===== config.mk =====
export PLATFORM = sky130hd
export DESIGN_NAME = utf8_text_validator
export DESIGN_NICKNAME = d
export VERILOG_FILES = /design/src/rtl/utv_pkg.sv /design/src/rtl/utv_step.sv /design/src/rtl/utv_out.sv /design/src/rtl/utf8_text_validator.sv
export SDC_FILE = /design/constraint.sdc
export NUM_CORES = 1
export LEC_CHECK = 0
export ABC_AREA = 0
export BUFFER_PORTS_ARGS = -buffer_cell sky130_fd_sc_hd__buf_2
export CAP_MARGIN = 20
export CELL_PAD_IN_SITES_DETAIL_PLACEMENT = 0
export CELL_PAD_IN_SITES_GLOBAL_PLACEMENT = 2
export CORE_ASPECT_RATIO = 0.6
export CORE_UTILIZATION = 33
export DETAILED_ROUTE_END_ITERATION = 8
export PLACE_DENSITY_LB_ADDON = 0.1
export SLEW_MARGIN = 20
export SYNTH_ARGS = -nofsm -noshare
export SYNTH_HDL_FRONTEND = slang
export SYNTH_HIERARCHICAL = 1
export SYNTH_SLANG_ARGS = --single-unit

===== constraint.sdc =====
create_clock -name clock -period 3.3 [get_ports clock]
set_input_delay 0.66 -clock clock [delete_from_list [all_inputs] [get_ports clock]]
set_output_delay 0.66 -clock clock [all_outputs]
set_load 0.01 [all_outputs]

===== src/rtl/utv_pkg.sv =====
package utv_pkg;

   localparam int unsigned ByteWidth  = 8;
   localparam int unsigned CountWidth = 16;
   localparam int unsigned CpWidth    = 21;
   localparam int unsigned DataWidth  = 24;

   localparam logic [CountWidth-1:0] CountMax     = 16'hFFFF;
   localparam logic [CountWidth-1:0] MaxLenReset  = 16'd160;
   localparam logic [ByteWidth-1:0]  CtrlLimit    = 8'h20;
   localparam logic [ByteWidth-1:0]  DelByte      = 8'h7F;
   localparam logic [ByteWidth-1:0]  Lead2Low     = 8'hC2;
   localparam logic [ByteWidth-1:0]  Lead2High    = 8'hDF;
   localparam logic [ByteWidth-1:0]  Lead3Low     = 8'hE0;
   localparam logic [ByteWidth-1:0]  Lead3High    = 8'hEF;
   localparam logic [ByteWidth-1:0]  Lead4Low     = 8'hF0;
   localparam logic [ByteWidth-1:0]  Lead4High    = 8'hF4;
   localparam logic [CpWidth-1:0]    CpMax        = 21'h10FFFF;
   localparam logic [CpWidth-1:0]    SurrLow      = 21'h00D800;
   localparam logic [CpWidth-1:0]    SurrHigh     = 21'h00DFFF;

   // sequence length classes
   localparam logic [1:0] ClassNone = 2'd0;
   localparam logic [1:0] ClassTwo  = 2'd1;
   localparam logic [1:0] ClassThree = 2'd2;
   localparam logic [1:0] ClassFour = 2'd3;

   typedef struct packed {
      logic                  valid_res;
      logic [CountWidth-1:0] byte_count;
   } utv_result_type;

   function automatic logic [CpWidth-1:0] class_minimum(input logic [1:0] cls);
      logic [CpWidth-1:0] m;
      unique case (cls)
         ClassTwo:   m = 21'h000080;
         ClassThree: m = 21'h000800;
         default:    m = 21'h010000;
      endcase
      return m;
   endfunction

endpackage


===== src/rtl/utv_step.sv =====
module utv_step
   import utv_pkg::*;
(
   input  logic                  clock,
   input  logic                  reset,
   input  logic                  go,
   input  logic [ByteWidth-1:0]  text_byte,
   input  logic [CountWidth-1:0] max_length,
   output utv_result_type        result
);

   logic [CountWidth-1:0] seen_ff, seen_in;
   logic [1:0]            pend_ff, pend_in;
   logic [CpWidth-1:0]    cp_ff, cp_in;
   logic [1:0]            cls_ff, cls_in;
   logic                  err_ff, err_in;

   logic                  len_fail;
   logic                  dec_fail;
   logic [1:0]            pend_eff;
   logic [CpWidth-1:0]    cp_eff;
   logic [1:0]            cls_eff;
   logic [CpWidth-1:0]    cp_shift;

   always_comb begin
      seen_in  = seen_ff;
      pend_in  = pend_ff;
      cp_in    = cp_ff;
      cls_in   = cls_ff;
      err_in   = err_ff;
      len_fail = 1'b0;
      dec_fail = 1'b0;
      pend_eff = pend_ff;
      cp_eff   = cp_ff;
      cls_eff  = cls_ff;
      cp_shift = {cp_ff[CpWidth-7:0], text_byte[5:0]};
      if (go) begin
         if (text_byte == '0) begin
            seen_in = '0;
            pend_in = '0;
            cp_in   = '0;
            cls_in  = ClassNone;
            err_in  = 1'b0;
         end else begin
            if (seen_ff == CountMax) begin
               len_fail = 1'b1;
            end else begin
               seen_in = seen_ff + 1'b1;
            end
            // a length error drops the pending sequence before decoding
            if (len_fail) begin
               pend_eff = '0;
               cp_eff   = '0;
               cls_eff  = ClassNone;
            end
            pend_in  = pend_eff;
            cp_in    = cp_eff;
            cls_in   = cls_eff;
            cp_shift = {cp_eff[CpWidth-7:0], text_byte[5:0]};
            if (pend_eff != 2'd0) begin
               if (text_byte[7:6] != 2'b10) begin
                  dec_fail = 1'b1;
               end else begin
                  pend_in = pend_eff - 2'd1;
                  cp_in   = cp_shift;
                  if (pend_eff == 2'd1) begin
                     if (cp_shift < class_minimum(cls_eff) || cp_shift > CpMax ||
                         (cp_shift >= SurrLow && cp_shift <= SurrHigh)) begin
                        dec_fail = 1'b1;
                     end
                     cp_in  = '0;
                     cls_in = ClassNone;
                  end
               end
            end else if (text_byte < CtrlLimit || text_byte == DelByte) begin
               dec_fail = 1'b1;
            end else if (!text_byte[7]) begin
               // plain ascii, nothing to track
            end else if (text_byte >= Lead2Low && text_byte <= Lead2High) begin
               pend_in = 2'd1;
               cp_in   = CpWidth'(text_byte[4:0]);
               cls_in  = ClassTwo;
            end else if (text_byte >= Lead3Low && text_byte <= Lead3High) begin
               pend_in = 2'd2;
               cp_in   = CpWidth'(text_byte[3:0]);
               cls_in  = ClassThree;
            end else if (text_byte >= Lead4Low && text_byte <= Lead4High) begin
               pend_in = 2'd3;
               cp_in   = CpWidth'(text_byte[2:0]);
               cls_in  = ClassFour;
            end else begin
               dec_fail = 1'b1;
            end
            if (len_fail || dec_fail) begin
               err_in  = 1'b1;
               pend_in = '0;
               cp_in   = '0;
               cls_in  = ClassNone;
            end
         end
      end
   end

   // verdict from the state as it stands when the terminator arrives
   assign result.valid_res = !err_ff && (pend_ff == 2'd0) && (seen_ff != '0) &&
                             (seen_ff <= max_length);
   assign result.byte_count = seen_ff;

   always_ff @(posedge clock) begin
      if (reset) begin
         seen_ff <= '0;
         pend_ff <= '0;
         cp_ff   <= '0;
         cls_ff  <= ClassNone;
         err_ff  <= 1'b0;
      end else begin
         seen_ff <= seen_in;
         pend_ff <= pend_in;
         cp_ff   <= cp_in;
         cls_ff  <= cls_in;
         err_ff  <= err_in;
      end
   end

   a_term_clears: assert property (@(posedge clock) disable iff (reset)
      go && text_byte == '0 |=> seen_ff == '0 && !err_ff && pend_ff == 2'd0)
      else $error("string state not cleared after terminator");

   a_idle_decoder: assert property (@(posedge clock) disable iff (reset)
      pend_ff == 2'd0 |-> cls_ff == ClassNone && cp_ff == '0)
      else $error("decoder holds a partial code point with nothing pending");

   a_pending_class: assert property (@(posedge clock) disable iff (reset)
      pend_ff != 2'd0 |-> cls_ff != ClassNone && pend_ff <= cls_ff)
      else $error("pending count does not fit the sequence class");

endmodule


===== src/rtl/utv_out.sv =====
module utv_out
   import utv_pkg::*;
(
   input  logic           clock,
   input  logic           reset,
   input  logic           load,
   input  utv_result_type result,
   output logic           free,
   output logic           rsp_tvalid,
   input  logic           rsp_tready,
   output logic [DataWidth-1:0] rsp_tdata
);

   logic           valid_ff, valid_in;
   utv_result_type data_ff;

   assign free     = !valid_ff || rsp_tready;
   assign valid_in = load || (valid_ff && !rsp_tready);

   always_ff @(posedge clock) begin
      if (reset) begin
         valid_ff <= 1'b0;
      end else begin
         valid_ff <= valid_in;
      end
   end

   always_ff @(posedge clock) begin
      if (load) begin
         data_ff <= result;
      end
   end

   assign rsp_tvalid = valid_ff;
   assign rsp_tdata  = {{(DataWidth - CountWidth - 1){1'b0}}, data_ff.byte_count,
                        data_ff.valid_res};

   a_no_overwrite: assert property (@(posedge clock) disable iff (reset)
      valid_ff && !rsp_tready |-> !load)
      else $error("result register overwritten while stalled");

   a_valid_has_count: assert property (@(posedge clock) disable iff (reset)
      valid_ff && data_ff.valid_res |-> data_ff.byte_count != '0)
      else $error("valid verdict on an empty string");

   a_load_shows: assert property (@(posedge clock) disable iff (reset)
      load |=> valid_ff)
      else $error("loaded result not presented");

endmodule


===== src/rtl/utf8_text_validator.sv =====
// utf8 text validator: checks zero-terminated strings streamed one byte per
// transaction on the req_ channel and returns one verdict per string on rsp_.
// req_tdata[7:0] is the text byte; a zero byte ends the string and gives
// exactly one rsp_ transaction, other bytes give none.
// rsp_tdata: bit 0 valid_res, bits 16:1 byte_count (saturating at 65535),
// bits 23:17 zero.
// csr_ writes max_length (16 bit, reset 160) and is always ready; write it
// only while no string is in flight.
// a terminator accepted on req_ passes the input register and then the result
// register before it shows on rsp_ (one input register, one result register).
// throughput: one byte per cycle unless a terminator waits on the result register;
// the decoder state update is a single registered step, so bytes flow back to back.
// reset clears the string state, both pipeline valids and sets max_length
// back to 160.
// when rsp_tready is low the result register holds; non-zero bytes keep
// flowing, and a second terminator waits in the input register until the
// result register frees.
module utf8_text_validator
   import utv_pkg::*;
(
   input  logic                  clock,
   input  logic                  reset,
   input  logic                  req_tvalid,
   output logic                  req_tready,
   input  logic [ByteWidth-1:0]  req_tdata,   // [7:0] text_byte
   output logic                  rsp_tvalid,
   input  logic                  rsp_tready,
   output logic [DataWidth-1:0]  rsp_tdata,   // [0] valid_res, [16:1] byte_count
   input  logic                  csr_valid,
   output logic                  csr_ready,
   input  logic [CountWidth-1:0] csr_data     // [15:0] max_length
);

   logic                  s1_valid_ff, s1_valid_in;
   logic [ByteWidth-1:0]  s1_byte_ff;
   logic [CountWidth-1:0] max_len_ff;
   logic                  out_free;
   logic                  s1_go;
   logic                  s1_term;
   utv_result_type        result;

   assign csr_ready = 1'b1;

   always_ff @(posedge clock) begin
      if (reset) begin
         max_len_ff <= MaxLenReset;
      end else if (csr_valid) begin
         max_len_ff <= csr_data;
      end
   end

   // non-zero bytes never need the result register
   assign s1_term     = s1_byte_ff == '0;
   assign s1_go       = s1_valid_ff && (!s1_term || out_free);
   assign req_tready  = !s1_valid_ff || s1_go;
   assign s1_valid_in = (req_tvalid && req_tready) || (s1_valid_ff && !s1_go);

   always_ff @(posedge clock) begin
      if (reset) begin
         s1_valid_ff <= 1'b0;
      end else begin
         s1_valid_ff <= s1_valid_in;
      end
   end

   always_ff @(posedge clock) begin
      if (req_tvalid && req_tready) begin
         s1_byte_ff <= req_tdata;
      end
   end

   utv_step u_step (
      .clock      (clock),
      .reset      (reset),
      .go         (s1_go),
      .text_byte  (s1_byte_ff),
      .max_length (max_len_ff),
      .result     (result)
   );

   utv_out u_out (
      .clock      (clock),
      .reset      (reset),
      .load       (s1_go && s1_term),
      .result     (result),
      .free       (out_free),
      .rsp_tvalid (rsp_tvalid),
      .rsp_tready (rsp_tready),
      .rsp_tdata  (rsp_tdata)
   );

endmodule

==> run metrics, run 1 <==
DRT Wirelength=11700 µm; CTS Buf Count=9; Seq/Total Area, Yosys=0.421; DP HPWL=just under 9000 µm; initial antenna violation count=0; Via density=5.23; largest net degree at the start of global routing=24; global-route wire length before repair=19300 µm; vias in the first global route=3485; synth unique cells=65; Post-DRT Antenna Nets=0; Hold Slack=0.494 ns; Lkg Pwr=0.00211 µW; Fmax achieved=322 MHz; Worst Hold Launch=u_step/seen_ff[0]; Post-Route Setup TNS=0 ns; power density over cell area=436 mW/mm²; TritonRoute pass-1 iters=4; Crit. End Element=flop; mux share of post-synthesis cell area=0.0322; Post-synth top cells=nor2_1, dfxtp_1, inv_1; Hold EP=u_out/rsp_tdata[1]; Worst R2R Setup Slack=0.19 ns; worst stage delay on the critical path=0.53 ns; Die Wd=between 150 and 200 µm; Worst Skew=0.00996 ns; diode count=0; actual slew at the worst max-slew pin=0.801 ns; outcome=finished, final reports clean; hold depth=0; std cell rows=32; Yosys warning total=6; Synth Area in Compound Gates=0.185; max-slew violation count=0; Synth Area in Simple Gates=0.199; GR Overflow Total=0; xor and xnor area share after synthesis=0.0242; area delta synth->final=20.2%; crit-path most repeated cell=ha_1; Worst-path clk slew=approximately 0.070 ns; die height=90.9 µm; Crit Path Category=flop to flop; Post-synth EDFFs=25; R2R Path End=u_step/cp_ff[12]; NumNets Final=581; Critical Path, Cell by Cell=ha_4 -> nand4_1 -> or4_4 -> and2_4 -> ha_1 -> inv_1 -> ha_1 -> a21oi_1 -> o21ai_1 -> o31ai_1 -> a22oi_2 -> nand3_4 -> buf_6 -> nor2_1; fin crit period=3.11 ns; Post-Syn Instances=459; Final WS setup=0.192 ns; Post-synth ARST share=0; clock buffer depth=2; Total GRT Usage=0.186; Crit path arrival time=3.34 ns; CP Max Fanout=9; CP top delay family=simple AND/OR/NAND/NOR gates; Core Box Area=0.0129 mm²; Rel. slew slack=0.464; Die Area=about 0.014 mm²; starting density of the core=0.338; DRC=0; Crit path required time=3.53 ns; main combinational cell family by area after synthesis=simple AND/OR/NAND/NOR gates; Root Driver=clkbuf_16; metal2 WL=4330 µm; Hold Vio Cnt, Final=0; synthesized area=0.00435 mm²; ys flop type=dfxtp_1; H-tree levels=3; share of cells above drive strength 1=0.225; synth top area cells=dfxtp_1, edfxtp_1, ha_1; Post-Syn Area per Cell=9.48 µm²; DRT iter0 DRCs=341; met3 wire len=474 µm; RSZ-0062 raised after global routing=false; Critical Path Source Type=flop; adder-cell area share of the yosys netlist=0.0690; Max VDD drop=0.000238 V; critical path's slowest cell=or4_4; Setup violations, final=0; Max Used Layer=met4; post-synth top area cell=dfxtp_1; clk_lat worst skew=between 0.3 and 0.4 ns; share of the synthesized area in the top cell type=0.249; Top Ports=56; max capacitance violation total=0; WP buf/inv=2; fin util=0.407; Tcrit/Tclk final=0.942; worst reg2reg path depth=14; met1 wire length=6820 µm; Sink Count=79; vias post-DR=~3700; most numerous cell in the Yosys netlist=nor2_1; port bufs=between 40 and 50; CTS tree=built; placer congestion estimate=0.771; wire per inst=16.7 µm; RR Startpoint=u_step/seen_ff[0]; Place WS=-0.0188 ns; Yosys reg bits=79; Hold Crit Class=flop to flop
==> power breakdown <==
| group | internal, µW | leakage [µW] | switching (µW) |
|---|---|---|---|
| registers | 1030 | 0.000699 | 35.2 |
| logic | 107 | 0.00128 | 155 |
| clock network | 518 | 0.000133 | 435 |
| total | 1650 | 0.00211 | 625 |
==> routing by layer <==
| metal | vias to the layer above | track usage |
|---|---|---|
| met5 | - | 0 |
| met4 | 0 | 0.0438 |
| met3 | 9 | 0.0379 |
| met2 | 95 | 0.230 |
| met1 | 1741 | 0.308 |
| li1 | 1832 | - |
==> cells in the final DEF, fill, tap and decap left out, types with 12 or more instances in the layout <==
cell      netlist  layout
buf_2           5      47
nand3_1        13      13
buf_4          11      34
dfxtp_1        54      52
edfxtp_1       25      25
a32oi_1        13      13
mux2i_1        14      14
nand4_1        12      12
nor2_1         55      55
nor4_1         12      12
nand2_1        18      18
nor3_1         15      14
ha_1           24      23
a21oi_1        19      19
inv_1          31      31
o21ai_0        13      12
==> worst reg2reg max path: stages, from the launching register on <==
cell	delay [ns]
dfxtp_4	0.38
ha_4	0.15
nand4_1	0.11
or4_4	0.54
and2_4	0.19
ha_1	0.27
inv_1	0.04
ha_1	0.29
a21oi_1	0.12
o21ai_1	0.09
o31ai_1	0.28
a22oi_2	0.16
nand3_4	0.17
buf_6	0.16
nor2_1	0.05
==> state kept, by name, indices dropped and copies added, names as in the netlist <==
name              cells
u_step/seen_ff       16
u_step/err_ff         1
u_step/pend_ff        2
u_step/cls_ff         2
max_len_ff           16
u_step/cp_ff         15
u_out/rsp_tdata      17
s1_byte_ff            8
s1_valid_ff           1
u_out/rsp_tvalid      1
==> how the worst max path moves through the flow <==
| stage | cells past startpoint | to | slack (ns) | start |
|---|---|---|---|---|
| after floorplan | 17 | u_step/cls_ff[1] | 0.02 | u_step/seen_ff[0] |
| after global placement | 14 | u_step/cp_ff[10] | 0.11 | u_step/seen_ff[0] |
| after detailed placement | 14 | u_step/cp_ff[12] | -0.02 | u_step/seen_ff[0] |
| after CTS | 14 | u_step/cp_ff[13] | 0.06 | u_step/seen_ff[0] |
| after global routing | 15 | u_step/cp_ff[8] | 0.02 | u_step/seen_ff[0] |
| final | 14 | u_step/cp_ff[12] | 0.19 | u_step/seen_ff[0] |
==> stage by stage <==
step	instances	total power (µW)	cell area [µm²]
2_1_floorplan	465	1260	4400
3_3_place_gp	683	1340	4900
3_5_place_dp	683	1340	4900
4_1_cts	702	2300	5210
5_1_grt	703	2380	5230
6_report	703	2280	5230
==> cell type report <==
type / count / area, µm²
tap: 170 / 213
inverter: 31 / 116
fill: 1298 / 7620
clock inverter: 7 / 55.1
sequential: 79 / 1840
timing repair buffer: 82 / 502
multi-input combinational: 325 / 2280
clock buffer: 9 / 225
==> what timing repair did <==
action | CTS | global route
cloned | 0 | 0
setup endpoints to repair | 9 | 17
gates resized for setup | 1 | 4
setup buffers | 3 | 1
pin swaps | 2 | 4
hold buffers | 0 | 0
==> cells by family (layout without fill, tap and decap cells) <==
kind of cell | after synthesis | in the layout
muxes | 14 | 14
adders and majority gates | 24 | 24
AOI/OAI and AO/OA | 108 | 108
and+or+nand+nor | 159 | 159
DFF | 79 | 79
xor gates and xnor gates | 12 | 12
buffers and inverters | 61 | 129
other | 2 | 8
(Power assumes the default switching activity.)
==> run 2: changes to the inputs <==
--- a/config.mk
+++ b/config.mk
@@ -6,13 +6,13 @@
 export NUM_CORES = 1
 export LEC_CHECK = 0
 export ABC_AREA = 0
-export BUFFER_PORTS_ARGS = -buffer_cell sky130_fd_sc_hd__buf_2
 export CAP_MARGIN = 20
 export CELL_PAD_IN_SITES_DETAIL_PLACEMENT = 0
 export CELL_PAD_IN_SITES_GLOBAL_PLACEMENT = 2
 export CORE_ASPECT_RATIO = 0.6
-export CORE_UTILIZATION = 33
+export CORE_UTILIZATION = 36
 export DETAILED_ROUTE_END_ITERATION = 8
+export DONT_BUFFER_PORTS = 1
 export PLACE_DENSITY_LB_ADDON = 0.1
 export SLEW_MARGIN = 20
 export SYNTH_ARGS = -nofsm -noshare
==> run 2 against run 1 <==
Effect of this change:
- cell count decreased by 8.5%
- global-route usage increased by 0.92 points
- non-clock buffer count decreased by 50
- combinational power decreased by 13%
- sequential share of layout area increased by 1.6 points
- design area decreased by 4.5%
- sequential cell count unchanged
- die area decreased by 8.2%
- critical endpoint is now u_step/pend_ff[0]
- largest power group unchanged
==> run metrics, run 2 (synthesized netlist as in run 1, its figures left out) <==
outcome=finished, final reports clean; initial antenna violation count=0; DP HPWL=approximately 8400 µm; Top Ports=56; H-tree levels=3; Final Power=2340 µW; diode count=0; Hold Crit Class=input port to flop; Rel. slew slack=0.495; area delta synth->final=14.8%; hold_buf cts=0; global-route wire length before repair=18100 µm; GR Overflow Total=0; vias post-DR=3562; placed inst area=0.00464 mm²; NumNets Final=531; Die Wd=144 µm; largest net degree at the start of global routing=24; Tcrit/Tclk final=0.953; TritonRoute pass-1 iters=5; Die Area=0.0125 mm²; Crit. End Element=flop; Crit path arrival time=3.42 ns; wire per inst=17.6 µm; vias in the first global route=3161; CP Max Fanout=8; RSZ-0062 raised after global routing=true; Critical Path Source Type=flop; Worst-path clk slew=0.07 ns; DRC=0; final instance area=0.00499 mm²; placer congestion estimate=0.843; Max VDD drop=0.000235 V; Lkg Pwr=0.00191 µW; Total GRT Usage=0.195; Fill cells=between 1000 and 1500; Setup violations, final=0; die height=87.1 µm; max capacitance violation total=0; actual slew at the worst max-slew pin=0.755 ns; Via density=5.54; power density over cell area=469 mW/mm²; Core Box Area=0.0115 mm²; Multi-input gate area=approximately 0.0023 mm²; clk_lat worst skew=0.34 ns; CTS Buf Count=9; commonest non-fill, non-tap cell in the layout=nor2_1; Crit path required time=3.57 ns; most frequent cells in the layout=nor2_1, dfxtp_1, inv_1, buf_4, edfxtp_1; DRT iter0 DRCs=419; Crit Path Category=flop to flop; FF+latch area=0.00184 mm²; port bufs=0; Root Driver=clkbuf_16; DRT Wirelength=11300 µm; max-slew violation count=0; Worst R2R Setup Slack=between 0.15 and 0.2 ns; Fmax achieved=318 MHz; starting density of the core=0.377; max reg flops=17; std cell rows=30; CTS tree=built; Post-Route Setup TNS=0 ns; Hold Vio Cnt, Final=0; clock buffer depth=2; Sink Count=79; fin crit period=around 3.1 ns; share of cells above drive strength 1=0.147; Post-DRT Antenna Nets=0; Worst Skew=0.00561 ns
-- run 2: worst max-delay path, stage by stage, from the launching register on --
cell and delay (ns):
dfxtp_2 0.35, ha_4 0.14, nand4_1 0.11, or4_4 0.58, and2_1 0.21, ha_1 0.28
inv_1 0.04, ha_1 0.30, nand2_1 0.07, o21ai_2 0.17, o31ai_2 0.09, a22oi_2 0.24
nand3_4 0.17, buf_4 0.17, nor3_2 0.14
-- run 2: power by group --
part	internal, µW	leakage (µW)	total, µW	switching [µW]
clock	605	0.000151	1050	442
sequential	1030	0.000699	1070	38.7
combinational	92.2	0.00107	228	135
total	1730	0.00191	2340	616
-- run 2: cell type report --
type | instances | share of cell area
multi-input combinational | 325 | 0.457
sequential | 79 | 0.368
timing repair buffer | 32 | 0.0489
clock inverter | 7 | 0.0173
clock buffer | 9 | 0.0451
tap | 160 | 0.0401
inverter | 31 | 0.0233
-- run 2: through the flow --
step | util | cells | hold slack [ns] | setup WS [ns]
after floorplan | - | 465 | 0.446 | 0.0158
after global placement | 0.403 | 624 | 0.476 | 0.152
after detailed placement | 0.403 | 624 | 0.483 | 0.0256
after CTS | 0.430 | 640 | 0.359 | 0.0750
after global routing | 0.433 | 643 | 0.359 | -0.00650
final | 0.433 | 643 | 0.373 | 0.156
-- run 2: worst paths after layout --
kind,startpoint,to,cells past startpoint
worst max-delay path,u_step/seen_ff[0],u_step/pend_ff[0],14
worst min-delay path,reset,u_out/rsp_tvalid,1
worst max register to register,u_step/seen_ff[0],u_step/pend_ff[0],14
worst min register to register,max_len_ff[9],max_len_ff[9],2
-- run 2: timing repair --
action                                  CTS  global route
pin swaps                                 0             2
gates resized for setup                   1             4
buffers inserted                          0             3
endpoints found under the setup margin    2            11
-- run 2: metal layers --
layer | global-route usage | wire (µm) | vias up
met5 | 0 | 0 | -
met4 | 0.0455 | 132 | 0
met3 | 0.0561 | 922 | 12
met2 | 0.228 | 3950 | 158
met1 | 0.324 | 6340 | 1659
li1 | - | - | 1733
